## src/hw/rtl/mpwq_pkg.sv

```systemverilog
// Shared constants and types for the min-priority work queue.
`default_nettype none

package mpwq_pkg;

  // Default sizes for the top-level parameters
  localparam int unsigned DefDepth    = 32;
  localparam int unsigned DefTagBits  = 16;
  localparam int unsigned DefPrioBits = 32;

  // Operation codes on the request channel
  typedef enum logic [1:0] {
    FN_ADD   = 2'd0,
    FN_POP   = 2'd1,
    FN_FLUSH = 2'd2
  } func_e;

  // Status flags of one response beat
  typedef struct packed {
    logic found;
    logic dropped;
  } res_flags_t;

endpackage

`default_nettype wire

```

## src/hw/rtl/mpwq_req_if.sv

```systemverilog
// Request channel: operation, tag and priority with valid/ready handshake.
`default_nettype none

interface mpwq_req_if
  import mpwq_pkg::*;
#(
  parameter int unsigned TAG_BITS  = DefTagBits,
  parameter int unsigned PRIO_BITS = DefPrioBits
) ();
  logic                        valid;
  logic                        ready;
  logic [1:0]                  func;
  logic [TAG_BITS-1:0]         handle_tag;
  logic signed [PRIO_BITS-1:0] prio_value;

  modport source (output valid, output func, output handle_tag, output prio_value,
                  input ready);
  modport sink   (input valid, input func, input handle_tag, input prio_value,
                  output ready);
endinterface

`default_nettype wire

```

## src/hw/rtl/mpwq_rsp_if.sv

```systemverilog
// Response channel: popped tag, status flags and fill count with valid/ready handshake.
`default_nettype none

interface mpwq_rsp_if
  import mpwq_pkg::*;
#(
  parameter int unsigned DEPTH    = DefDepth,
  parameter int unsigned TAG_BITS = DefTagBits
) ();
  localparam int unsigned CntW = $clog2(DEPTH + 1);

  logic                valid;
  logic                ready;
  logic [TAG_BITS-1:0] popped_tag;
  logic                found;
  logic                dropped;
  logic [CntW-1:0]     fill_count;

  modport source (output valid, output popped_tag, output found, output dropped,
                  output fill_count, input ready);
  modport sink   (input valid, input popped_tag, input found, input dropped,
                  input fill_count, output ready);
endinterface

`default_nettype wire

```

## src/hw/rtl/mpwq_mem.sv

```systemverilog
// Entry store: one write port, one read port with registered read data.
`default_nettype none

module mpwq_mem
  import mpwq_pkg::*;
#(
  parameter int unsigned DEPTH = DefDepth,
  parameter int unsigned WIDTH = DefTagBits + DefPrioBits
) (
  input  wire logic                     clk_i,
  input  wire logic                     we_i,
  input  wire logic [$clog2(DEPTH)-1:0] waddr_i,
  input  wire logic [WIDTH-1:0]         wdata_i,
  input  wire logic                     re_i,
  input  wire logic [$clog2(DEPTH)-1:0] raddr_i,
  output logic      [WIDTH-1:0]         rdata_o
);

  logic [WIDTH-1:0] mem_q [DEPTH];

  // Write port
  always_ff @(posedge clk_i) begin
    if (we_i) begin
      mem_q[waddr_i] <= wdata_i;
    end
  end

  // Read port with registered read data
  always_ff @(posedge clk_i) begin
    if (re_i) begin
      rdata_o <= mem_q[raddr_i];
    end
  end

endmodule

`default_nettype wire

```

## src/hw/rtl/mpwq_ctrl.sv

```systemverilog
// Sequencer: append, min-scan over the store, compaction and flush.
`default_nettype none

module mpwq_ctrl
  import mpwq_pkg::*;
#(
  parameter int unsigned DEPTH     = DefDepth,
  parameter int unsigned TAG_BITS  = DefTagBits,
  parameter int unsigned PRIO_BITS = DefPrioBits,
  localparam int unsigned IdxW     = $clog2(DEPTH),
  localparam int unsigned CntW     = $clog2(DEPTH + 1),
  localparam int unsigned WordW    = TAG_BITS + PRIO_BITS
) (
  input  wire logic                 clk_i,
  input  wire logic                 rst_ni,
  mpwq_req_if.sink                  req_i,
  // memory port
  output logic                      mem_we_o,
  output logic [IdxW-1:0]           mem_waddr_o,
  output logic [WordW-1:0]          mem_wdata_o,
  output logic                      mem_re_o,
  output logic [IdxW-1:0]           mem_raddr_o,
  input  wire logic [WordW-1:0]     mem_rdata_i,
  // result toward the output register
  output logic                      res_valid_o,
  input  wire logic                 res_take_i,
  output logic [TAG_BITS-1:0]       res_tag_o,
  output res_flags_t                res_flags_o,
  output logic [CntW-1:0]           res_count_o
);

  typedef enum logic [3:0] {
    ST_IDLE  = 4'b0001,
    ST_SCAN  = 4'b0010,
    ST_SHIFT = 4'b0100,
    ST_RESP  = 4'b1000
  } state_e;

  state_e              state_q, state_d;
  logic [CntW-1:0]     cnt_q, cnt_d;
  logic [CntW-1:0]     ptr_q, ptr_d;
  logic                pend_q, pend_d;
  logic                have_q, have_d;
  logic [IdxW-1:0]     pend_idx_q, pend_idx_d;
  logic [IdxW-1:0]     best_idx_q, best_idx_d;
  logic [PRIO_BITS-1:0] best_key_q, best_key_d;
  logic [TAG_BITS-1:0] best_tag_q, best_tag_d;
  logic [TAG_BITS-1:0] res_tag_q, res_tag_d;
  res_flags_t          res_flags_q, res_flags_d;

  logic [PRIO_BITS-1:0] rd_prio;
  logic [TAG_BITS-1:0]  rd_tag;
  logic [PRIO_BITS-1:0] rd_key;
  logic                 better;
  logic                 more;
  logic                 accept;

  // Split the returned word and map the signed priority to an unsigned order key
  assign rd_prio = mem_rdata_i[PRIO_BITS-1:0];
  assign rd_tag  = mem_rdata_i[WordW-1:PRIO_BITS];
  assign rd_key  = {~rd_prio[PRIO_BITS-1], rd_prio[PRIO_BITS-2:0]};
  // Strict less-than keeps the earliest entry on ties and never picks infinity
  assign better  = pend_q && (rd_key < best_key_q);
  assign more    = ptr_q < cnt_q;
  assign accept  = req_i.valid && req_i.ready;

  assign req_i.ready = (state_q == ST_IDLE);
  assign res_valid_o = (state_q == ST_RESP);
  assign res_tag_o   = res_tag_q;
  assign res_flags_o = res_flags_q;
  assign res_count_o = cnt_q;

  // Next-state and memory access logic
  always_comb begin
    state_d     = state_q;
    cnt_d       = cnt_q;
    ptr_d       = ptr_q;
    pend_d      = pend_q;
    pend_idx_d  = pend_idx_q;
    have_d      = have_q;
    best_idx_d  = best_idx_q;
    best_key_d  = best_key_q;
    best_tag_d  = best_tag_q;
    res_tag_d   = res_tag_q;
    res_flags_d = res_flags_q;
    mem_we_o    = 1'b0;
    mem_waddr_o = cnt_q[IdxW-1:0];
    mem_wdata_o = {req_i.handle_tag, req_i.prio_value};
    mem_re_o    = 1'b0;
    mem_raddr_o = ptr_q[IdxW-1:0];

    unique case (state_q)
      ST_IDLE: begin
        if (req_i.valid) begin
          res_tag_d   = '0;
          res_flags_d = '0;
          state_d     = ST_RESP;
          unique case (func_e'(req_i.func))
            FN_ADD: begin
              if (cnt_q == CntW'(DEPTH)) begin
                res_flags_d.dropped = 1'b1;
              end else begin
                mem_we_o = 1'b1;
                cnt_d    = cnt_q + CntW'(1);
              end
            end
            FN_POP: begin
              if (cnt_q != '0) begin
                mem_re_o    = 1'b1;
                mem_raddr_o = '0;
                ptr_d       = CntW'(1);
                pend_d      = 1'b1;
                pend_idx_d  = '0;
                have_d      = 1'b0;
                best_key_d  = '1;
                state_d     = ST_SCAN;
              end
            end
            FN_FLUSH: begin
              cnt_d = '0;
            end
            default: begin
              cnt_d = cnt_q;
            end
          endcase
        end
      end

      ST_SCAN: begin
        // Issue the next read while the previous beat is compared
        if (more) begin
          mem_re_o   = 1'b1;
          ptr_d      = ptr_q + CntW'(1);
          pend_d     = 1'b1;
          pend_idx_d = ptr_q[IdxW-1:0];
        end else begin
          pend_d = 1'b0;
        end
        if (better) begin
          best_key_d = rd_key;
          best_idx_d = pend_idx_q;
          best_tag_d = rd_tag;
          have_d     = 1'b1;
        end
        // Last entry compared: remove the winner or report not found
        if (!more) begin
          if (have_d) begin
            res_tag_d         = best_tag_d;
            res_flags_d.found = 1'b1;
            ptr_d             = CntW'(best_idx_d) + CntW'(1);
            state_d           = ST_SHIFT;
          end else begin
            state_d = ST_RESP;
          end
        end
      end

      ST_SHIFT: begin
        // Move each later entry down by one slot
        if (pend_q) begin
          mem_we_o    = 1'b1;
          mem_waddr_o = pend_idx_q - IdxW'(1);
          mem_wdata_o = mem_rdata_i;
        end
        if (more) begin
          mem_re_o   = 1'b1;
          ptr_d      = ptr_q + CntW'(1);
          pend_d     = 1'b1;
          pend_idx_d = ptr_q[IdxW-1:0];
        end else begin
          pend_d  = 1'b0;
          cnt_d   = cnt_q - CntW'(1);
          state_d = ST_RESP;
        end
      end

      ST_RESP: begin
        if (res_take_i) begin
          state_d = ST_IDLE;
        end
      end

      default: begin
        state_d = ST_IDLE;
      end
    endcase
  end

  // Control state
  always_ff @(posedge clk_i or negedge rst_ni) begin
    if (!rst_ni) begin
      state_q <= ST_IDLE;
      cnt_q   <= '0;
      pend_q  <= 1'b0;
      have_q  <= 1'b0;
    end else begin
      state_q <= state_d;
      cnt_q   <= cnt_d;
      pend_q  <= pend_d;
      have_q  <= have_d;
    end
  end

  // Scan bookkeeping and result payload
  always_ff @(posedge clk_i) begin
    ptr_q       <= ptr_d;
    pend_idx_q  <= pend_idx_d;
    best_idx_q  <= best_idx_d;
    best_key_q  <= best_key_d;
    best_tag_q  <= best_tag_d;
    res_tag_q   <= res_tag_d;
    res_flags_q <= res_flags_d;
  end

  // Checks
  a_cnt_bound: assert property (@(posedge clk_i) disable iff (!rst_ni)
    cnt_q <= CntW'(DEPTH))
    else $error("entry count above depth");

  a_no_rw_same: assert property (@(posedge clk_i) disable iff (!rst_ni)
    (mem_we_o && mem_re_o) |-> (mem_waddr_o != mem_raddr_o))
    else $error("read and write hit the same entry");

  a_shift_idx: assert property (@(posedge clk_i) disable iff (!rst_ni)
    (state_q == ST_SHIFT && pend_q) |-> (pend_idx_q != '0))
    else $error("compaction writes below slot zero");

  a_flags_excl: assert property (@(posedge clk_i) disable iff (!rst_ni)
    res_valid_o |-> !(res_flags_q.found && res_flags_q.dropped))
    else $error("found and dropped both set");

  a_pop_empty: assert property (@(posedge clk_i) disable iff (!rst_ni)
    (accept && req_i.func == FN_POP && cnt_q == '0) |=> (state_q == ST_RESP))
    else $error("pop on empty store did not answer at once");

endmodule

`default_nettype wire

```

## src/hw/rtl/min_priority_work_queue.sv

```systemverilog
// Min-priority work queue: top level with sequencer, entry store and output register.
// Add, flush: the request is accepted in ST_IDLE, then the beat waits in ST_RESP until the output register takes it.
// Pop over n held entries removing slot j: all n are scanned, then n - j - 1 are moved,
//   through the one read port of the store (one scanned, then one moved, per cycle).
// A new request is taken while the previous response beat waits in the output register.
// Reset clears the entry count and the handshake state; entry contents stay undefined.
`default_nettype none

module min_priority_work_queue
  import mpwq_pkg::*;
#(
  parameter int unsigned DEPTH     = DefDepth,
  parameter int unsigned TAG_BITS  = DefTagBits,
  parameter int unsigned PRIO_BITS = DefPrioBits
) (
  input  wire logic clk_i,
  input  wire logic rst_ni,
  mpwq_req_if.sink  req_i,
  mpwq_rsp_if.source rsp_o
);

  localparam int unsigned IdxW  = $clog2(DEPTH);
  localparam int unsigned CntW  = $clog2(DEPTH + 1);
  localparam int unsigned WordW = TAG_BITS + PRIO_BITS;

  logic                mem_we;
  logic [IdxW-1:0]     mem_waddr;
  logic [WordW-1:0]    mem_wdata;
  logic                mem_re;
  logic [IdxW-1:0]     mem_raddr;
  logic [WordW-1:0]    mem_rdata;

  logic                res_valid;
  logic                res_take;
  logic [TAG_BITS-1:0] res_tag;
  res_flags_t          res_flags;
  logic [CntW-1:0]     res_count;

  logic                out_valid_q;
  logic [TAG_BITS-1:0] out_tag_q;
  res_flags_t          out_flags_q;
  logic [CntW-1:0]     out_count_q;

  mpwq_ctrl #(
    .DEPTH     (DEPTH),
    .TAG_BITS  (TAG_BITS),
    .PRIO_BITS (PRIO_BITS)
  ) u_ctrl (
    .clk_i       (clk_i),
    .rst_ni      (rst_ni),
    .req_i       (req_i),
    .mem_we_o    (mem_we),
    .mem_waddr_o (mem_waddr),
    .mem_wdata_o (mem_wdata),
    .mem_re_o    (mem_re),
    .mem_raddr_o (mem_raddr),
    .mem_rdata_i (mem_rdata),
    .res_valid_o (res_valid),
    .res_take_i  (res_take),
    .res_tag_o   (res_tag),
    .res_flags_o (res_flags),
    .res_count_o (res_count)
  );

  mpwq_mem #(
    .DEPTH (DEPTH),
    .WIDTH (WordW)
  ) u_mem (
    .clk_i   (clk_i),
    .we_i    (mem_we),
    .waddr_i (mem_waddr),
    .wdata_i (mem_wdata),
    .re_i    (mem_re),
    .raddr_i (mem_raddr),
    .rdata_o (mem_rdata)
  );

  // Load the output register when it is empty or its beat leaves this cycle
  assign res_take = res_valid && (!out_valid_q || rsp_o.ready);

  always_ff @(posedge clk_i or negedge rst_ni) begin
    if (!rst_ni) begin
      out_valid_q <= 1'b0;
    end else if (res_take) begin
      out_valid_q <= 1'b1;
    end else if (rsp_o.ready) begin
      out_valid_q <= 1'b0;
    end
  end

  // Hold the response payload
  always_ff @(posedge clk_i) begin
    if (res_take) begin
      out_tag_q   <= res_tag;
      out_flags_q <= res_flags;
      out_count_q <= res_count;
    end
  end

  assign rsp_o.valid      = out_valid_q;
  assign rsp_o.popped_tag = out_tag_q;
  assign rsp_o.found      = out_flags_q.found;
  assign rsp_o.dropped    = out_flags_q.dropped;
  assign rsp_o.fill_count = out_count_q;

endmodule

`default_nettype wire
```

## src/flat_wrapper.sv

```systemverilog
// flat-port wrapper written by rule: the top's interface ports become plain ports
module min_priority_work_queue_flat import mpwq_pkg::*;
#(
  parameter int unsigned DEPTH     = DefDepth,
  parameter int unsigned TAG_BITS  = DefTagBits,
  parameter int unsigned PRIO_BITS = DefPrioBits
)
  (clk_i, rst_ni, req_i_valid, req_i_func, req_i_handle_tag, req_i_prio_value, req_i_ready, rsp_o_valid, rsp_o_popped_tag, rsp_o_found, rsp_o_dropped, rsp_o_fill_count, rsp_o_ready);
  mpwq_req_if #(.TAG_BITS(TAG_BITS), .PRIO_BITS(PRIO_BITS)) req_i_i ();
  mpwq_rsp_if #(.DEPTH(DEPTH), .TAG_BITS(TAG_BITS)) rsp_o_i ();
  input  wire logic clk_i;
  input  wire logic rst_ni;
  input wire logic [$bits(req_i_i.valid)-1:0] req_i_valid;
  input wire logic [$bits(req_i_i.func)-1:0] req_i_func;
  input wire logic [$bits(req_i_i.handle_tag)-1:0] req_i_handle_tag;
  input wire logic [$bits(req_i_i.prio_value)-1:0] req_i_prio_value;
  output wire logic [$bits(req_i_i.ready)-1:0] req_i_ready;
  output wire logic [$bits(rsp_o_i.valid)-1:0] rsp_o_valid;
  output wire logic [$bits(rsp_o_i.popped_tag)-1:0] rsp_o_popped_tag;
  output wire logic [$bits(rsp_o_i.found)-1:0] rsp_o_found;
  output wire logic [$bits(rsp_o_i.dropped)-1:0] rsp_o_dropped;
  output wire logic [$bits(rsp_o_i.fill_count)-1:0] rsp_o_fill_count;
  input wire logic [$bits(rsp_o_i.ready)-1:0] rsp_o_ready;
  assign req_i_i.valid = req_i_valid;
  assign req_i_i.func = req_i_func;
  assign req_i_i.handle_tag = req_i_handle_tag;
  assign req_i_i.prio_value = req_i_prio_value;
  assign req_i_ready = req_i_i.ready;
  assign rsp_o_valid = rsp_o_i.valid;
  assign rsp_o_popped_tag = rsp_o_i.popped_tag;
  assign rsp_o_found = rsp_o_i.found;
  assign rsp_o_dropped = rsp_o_i.dropped;
  assign rsp_o_fill_count = rsp_o_i.fill_count;
  assign rsp_o_i.ready = rsp_o_ready;
  min_priority_work_queue #(.DEPTH(DEPTH), .TAG_BITS(TAG_BITS), .PRIO_BITS(PRIO_BITS)) u_core (.clk_i(clk_i), .rst_ni(rst_ni), .req_i(req_i_i), .rsp_o(rsp_o_i));
endmodule
```

## config.mk

```make
export PLATFORM = sky130hd
export DESIGN_NAME = min_priority_work_queue_flat
export DESIGN_NICKNAME = d
export VERILOG_FILES = /design/src/hw/rtl/mpwq_pkg.sv /design/src/hw/rtl/mpwq_req_if.sv /design/src/hw/rtl/mpwq_rsp_if.sv /design/src/hw/rtl/mpwq_mem.sv /design/src/hw/rtl/mpwq_ctrl.sv /design/src/hw/rtl/min_priority_work_queue.sv /design/src/flat_wrapper.sv
export SDC_FILE = /design/constraint.sdc
export NUM_CORES = 2
export LEC_CHECK = 0
export ABC_AREA = 1
export BUFFER_PORTS_ARGS = -buffer_cell sky130_fd_sc_hd__buf_2
export CORE_UTILIZATION = 30
export DETAILED_ROUTE_END_ITERATION = 8
export PLACE_DENSITY = 0.5
export SYNTH_ARGS = -nofsm -noshare
export SYNTH_HDL_FRONTEND = slang
export SYNTH_SLANG_ARGS = --single-unit
```

## constraint.sdc

```tcl
create_clock -name clk_i -period 5.18 [get_ports clk_i]
set_clock_uncertainty 0.1 [all_clocks]
set_input_delay 0.259 -clock clk_i [delete_from_list [all_inputs] [get_ports clk_i]]
set_output_delay 0.259 -clock clk_i [all_outputs]
set_load 0.01 [all_outputs]
```

==> results.cfg <==
[routing]
vias = 44100
drt_iter0_drc = 3927
drc_errors = 2
drt_wl_total_um = 199000
viasPerCell = 4.81
wl_per_cell_um = 21.8
first_pass_iters = 7
antenna_left = 0

[timing]
slew_headroom_pct = 12.9
hold_violations = 0
finalMaxSlewViolations = 0
rsz0062_at_grt = false
setup_viol = 0
setup_tns_ps = 0
worst_slew_pin_slew_ps = 1310
fin_ws_ps = 1100
period_share_pct = 78.7
final.min_clock_period_ps = 4080
fmax_mhz = 245

[pwr]
p_sw_mw = 11.7
ir_drop_v = 0.000415
power.leakage_nw = 28.8
p_comb_share_pct = 23.0
p_clk_share_pct = 33.9
p_int_mw = 25.2
p_seq_share_pct = 43.0
p_sw_share_pct = 31.7
powerDensity_nw_per_um2 = 455

[worst_setup_path]
reg2reg_depth = 15
rr_endpoint = u_core.u_mem.rdata_o[35]
r2r_setup_slack_ps = 1100
crit_fanout = 126
critPathKind = flop to flop
start_kind = flop
worst_setup_path_end_kind = flop
cp.arrival_ps = 4640
critPathRequiredTime_ps = 5750
r2r-start = u_core.u_ctrl.res_count_o[1]

[hold_path]
hold_end = u_core.u_mem.mem_q[8][25]
hold_path_depth = 3
hp-start = req_i_prio_value[25]
hold_class = input pin to flop

[clock_network]
clock_path_buffers = 3
cts_tree = yes
clk_pin_slew_ps = 60
cts.htree.levels = 4
clock_tree.root_cell = clkbuf_16
clock_latency_ps = 820
clock-sinks = 1703
cts_resized = 0
cts_made_buffers = 184

[yosys]
synthArstFlopShare_pct = 0.763
synth_edf_count = 1690
yosys_warnings = 0
syn_nets = 5907
synth_top_flop_cell = edfxtp_1
seq_area_frac_synth_pct = 72.1
synthCells = 5812
synth_area_um2 = 70800
synth.avg_cell_area_um2 = 12.2
ys_seq_elements = 1703
synth.distinct_cells = 45

[cells_and_area]
fin_util_pct = 34.5
stdcell_count = 9160
drive_gt1_share_pct = 8.94
area_delta_synth_final_pct = 14.6
fin_nets = 5964

[placed_design]
hpwl_um = 99900
port-buffer-count = 79
place_ws_ps = 1200
placed_cells = 8819
gp_congestion = 0.772

[die]
initial_core_util_pct = 30.1
dieArea_um2 = 238000
ios = 80
fp.dieW_um = 488
rows = 178
coreArea_um2 = 235000
die_h_um = 488

[grt]
grt_pass1_wl_um = 291000
grt.total_usage_pct = 16.5
globalRouteOverflowTotal = 0
antenna_found_initial = 2
grt_pass1_vias = 43000
grt_max_degree = 210

[outcome]
status = complete, but fails checks
violations = design-rule violations

[run]
max-cap-violations = 0
==> stage by stage <==
step                      total power [mW]  hold slack [ps]  instance area [um^2]
final                                 36.9             1.97                 81100
after global routing                  38.6             8.36                 81100
after CTS                             37.3             4.10                 81100
after detailed placement              24.8             83.2                 75400
after global placement                24.7             75.5                 75400
after floorplan                       21.7             -137                 70800
==> placed cells by master (no fill, tap or decap), types with 27 or more instances in the layout <==
cell type  count
buf_12        44
buf_2         79
buf_4         82
clkbuf_1      41
clkbuf_16    185
clkinv_1      47
clkinv_2      27
edfxtp_1    1690
ha_1          41
inv_1        676
nand2_1     1275
nand3_1      461
nor2_1       197
nor2_4        34
o211ai_1     580
o21ai_0      249
o21ai_1      136
==> cells by family after synthesis <==
family,share of synthesized area (%)
buffers and inverters,6.11
AO/OA/AOI/OAI,9.36
AND/OR/NAND/NOR,11.6
XOR/XNOR,0.111
adder cells (fa/ha/maj),0.724
flip-flops,72.1
==> sequential cells by signal (all words and copies together), names as in the netlist, 2 cells and up <==
name,cells
u_core.u_mem.mem_q,1536
u_core.u_mem.rdata_o,48
u_core.u_ctrl.best_key_q,32
u_core.rsp_o.popped_tag,16
u_core.u_ctrl.best_tag_q,16
u_core.u_ctrl.res_tag_o,16
u_core.rsp_o.fill_count,6
u_core.u_ctrl.ptr_q,6
u_core.u_ctrl.res_count_o,6
u_core.u_ctrl.best_idx_q,5
u_core.u_ctrl.pend_idx_q,5
u_core.u_ctrl.state_q,4
u_core.u_ctrl.res_flags_o,2
==> how the worst max path moves through the flow <==
stage / from / slack, ps / to / cells after the start
global route: u_core.u_ctrl.res_count_o[0] / 810 / u_core.u_mem.rdata_o[35] / 15
finish: u_core.u_ctrl.res_count_o[1] / 1100 / u_core.u_mem.rdata_o[35] / 15
CTS: u_core.u_ctrl.res_count_o[1] / 1190 / u_core.u_mem.rdata_o[29] / 17
detailed placement: u_core.u_ctrl.res_count_o[1] / 1200 / u_core.u_mem.rdata_o[29] / 17
floorplan: u_core.u_mem.rdata_o[31] / 540 / u_core.u_ctrl.best_key_q[0] / 9
global placement: u_core.u_ctrl.res_count_o[0] / 1230 / u_core.u_mem.rdata_o[1] / 17
==> Yosys cell counts (2+ instances only) <==
cell type | number | area [um^2]
buf_2 | 176 | 881
nand2_4 | 2 | 22.5
nor2_4 | 2 | 22.5
ha_1 | 41 | 513
nand4_1 | 6 | 37.5
clkbuf_1 | 108 | 405
nor3_1 | 3 | 15.0
xor2_1 | 7 | 61.3
or2_2 | 3 | 18.8
o21ai_1 | 129 | 646
xnor2_1 | 2 | 17.5
nand2_1 | 1278 | 4800
nand3_1 | 461 | 2310
inv_2 | 6 | 22.5
o211ai_1 | 580 | 4350
o31ai_1 | 2 | 15.0
a31oi_1 | 2 | 12.5
a21oi_1 | 23 | 115
nand3_2 | 5 | 50.1
buf_1 | 10 | 37.5
o21ai_0 | 283 | 1420
nor2_1 | 230 | 863
edfxtp_1 | 1690 | 50700
clkbuf_2 | 7 | 35.0
buf_4 | 37 | 278
buf_6 | 8 | 90.1
dfrtp_1 | 12 | 300
a211oi_1 | 2 | 15.0
inv_1 | 679 | 2550
o21a_1 | 3 | 22.5
==> power groups by stage <==
stage               combinational [mW]  clock [mW]  sequential, mW
floorplan                         5.60           0            16.1
global placement                  8.55           0            16.2
detailed placement                8.57           0            16.2
CTS                               8.61        12.8            15.9
global route                      9.41        13.3            15.9
finish                            8.50        12.5            15.9
==> critical path, cell delays in order (launching register included) <==
cell and delay (ps):
dfrtp_1 430, inv_1 140, ha_1 220, nand3_2 90
nor2_2 130, nand2_2 90, nand4_4 260, nand2_8 290
inv_8 710, buf_4 490, nor2_1 80, o211ai_1 180
nand3_1 80, nand2_1 100, nand2_1 50, nand2_1 100
==> area by class of cell <==
cell class	instances	area [um^2]
clock buffer	226	4780
inverter	687	2620
fill	23000	154000
clock inverter	99	853
timing repair buffer	219	2040
antenna	2	5.00
multi-input combinational	3074	15800
sequential	1703	51100
tap	3150	3940
==> layer usage <==
metal / track usage (%) / part of all wire (%)
met4: 5.11 / 2.6
met3: 2.39 / 5.3
met5: 0 / 0
met1: 21.7 / 43
met2: 28.0 / 49
==> timing repair <==
item,CTS,global route
hold buffers,13,0
buffers inserted,0,0
hold endpoints to repair,144,0
Power figures use the tool's default switching activity.
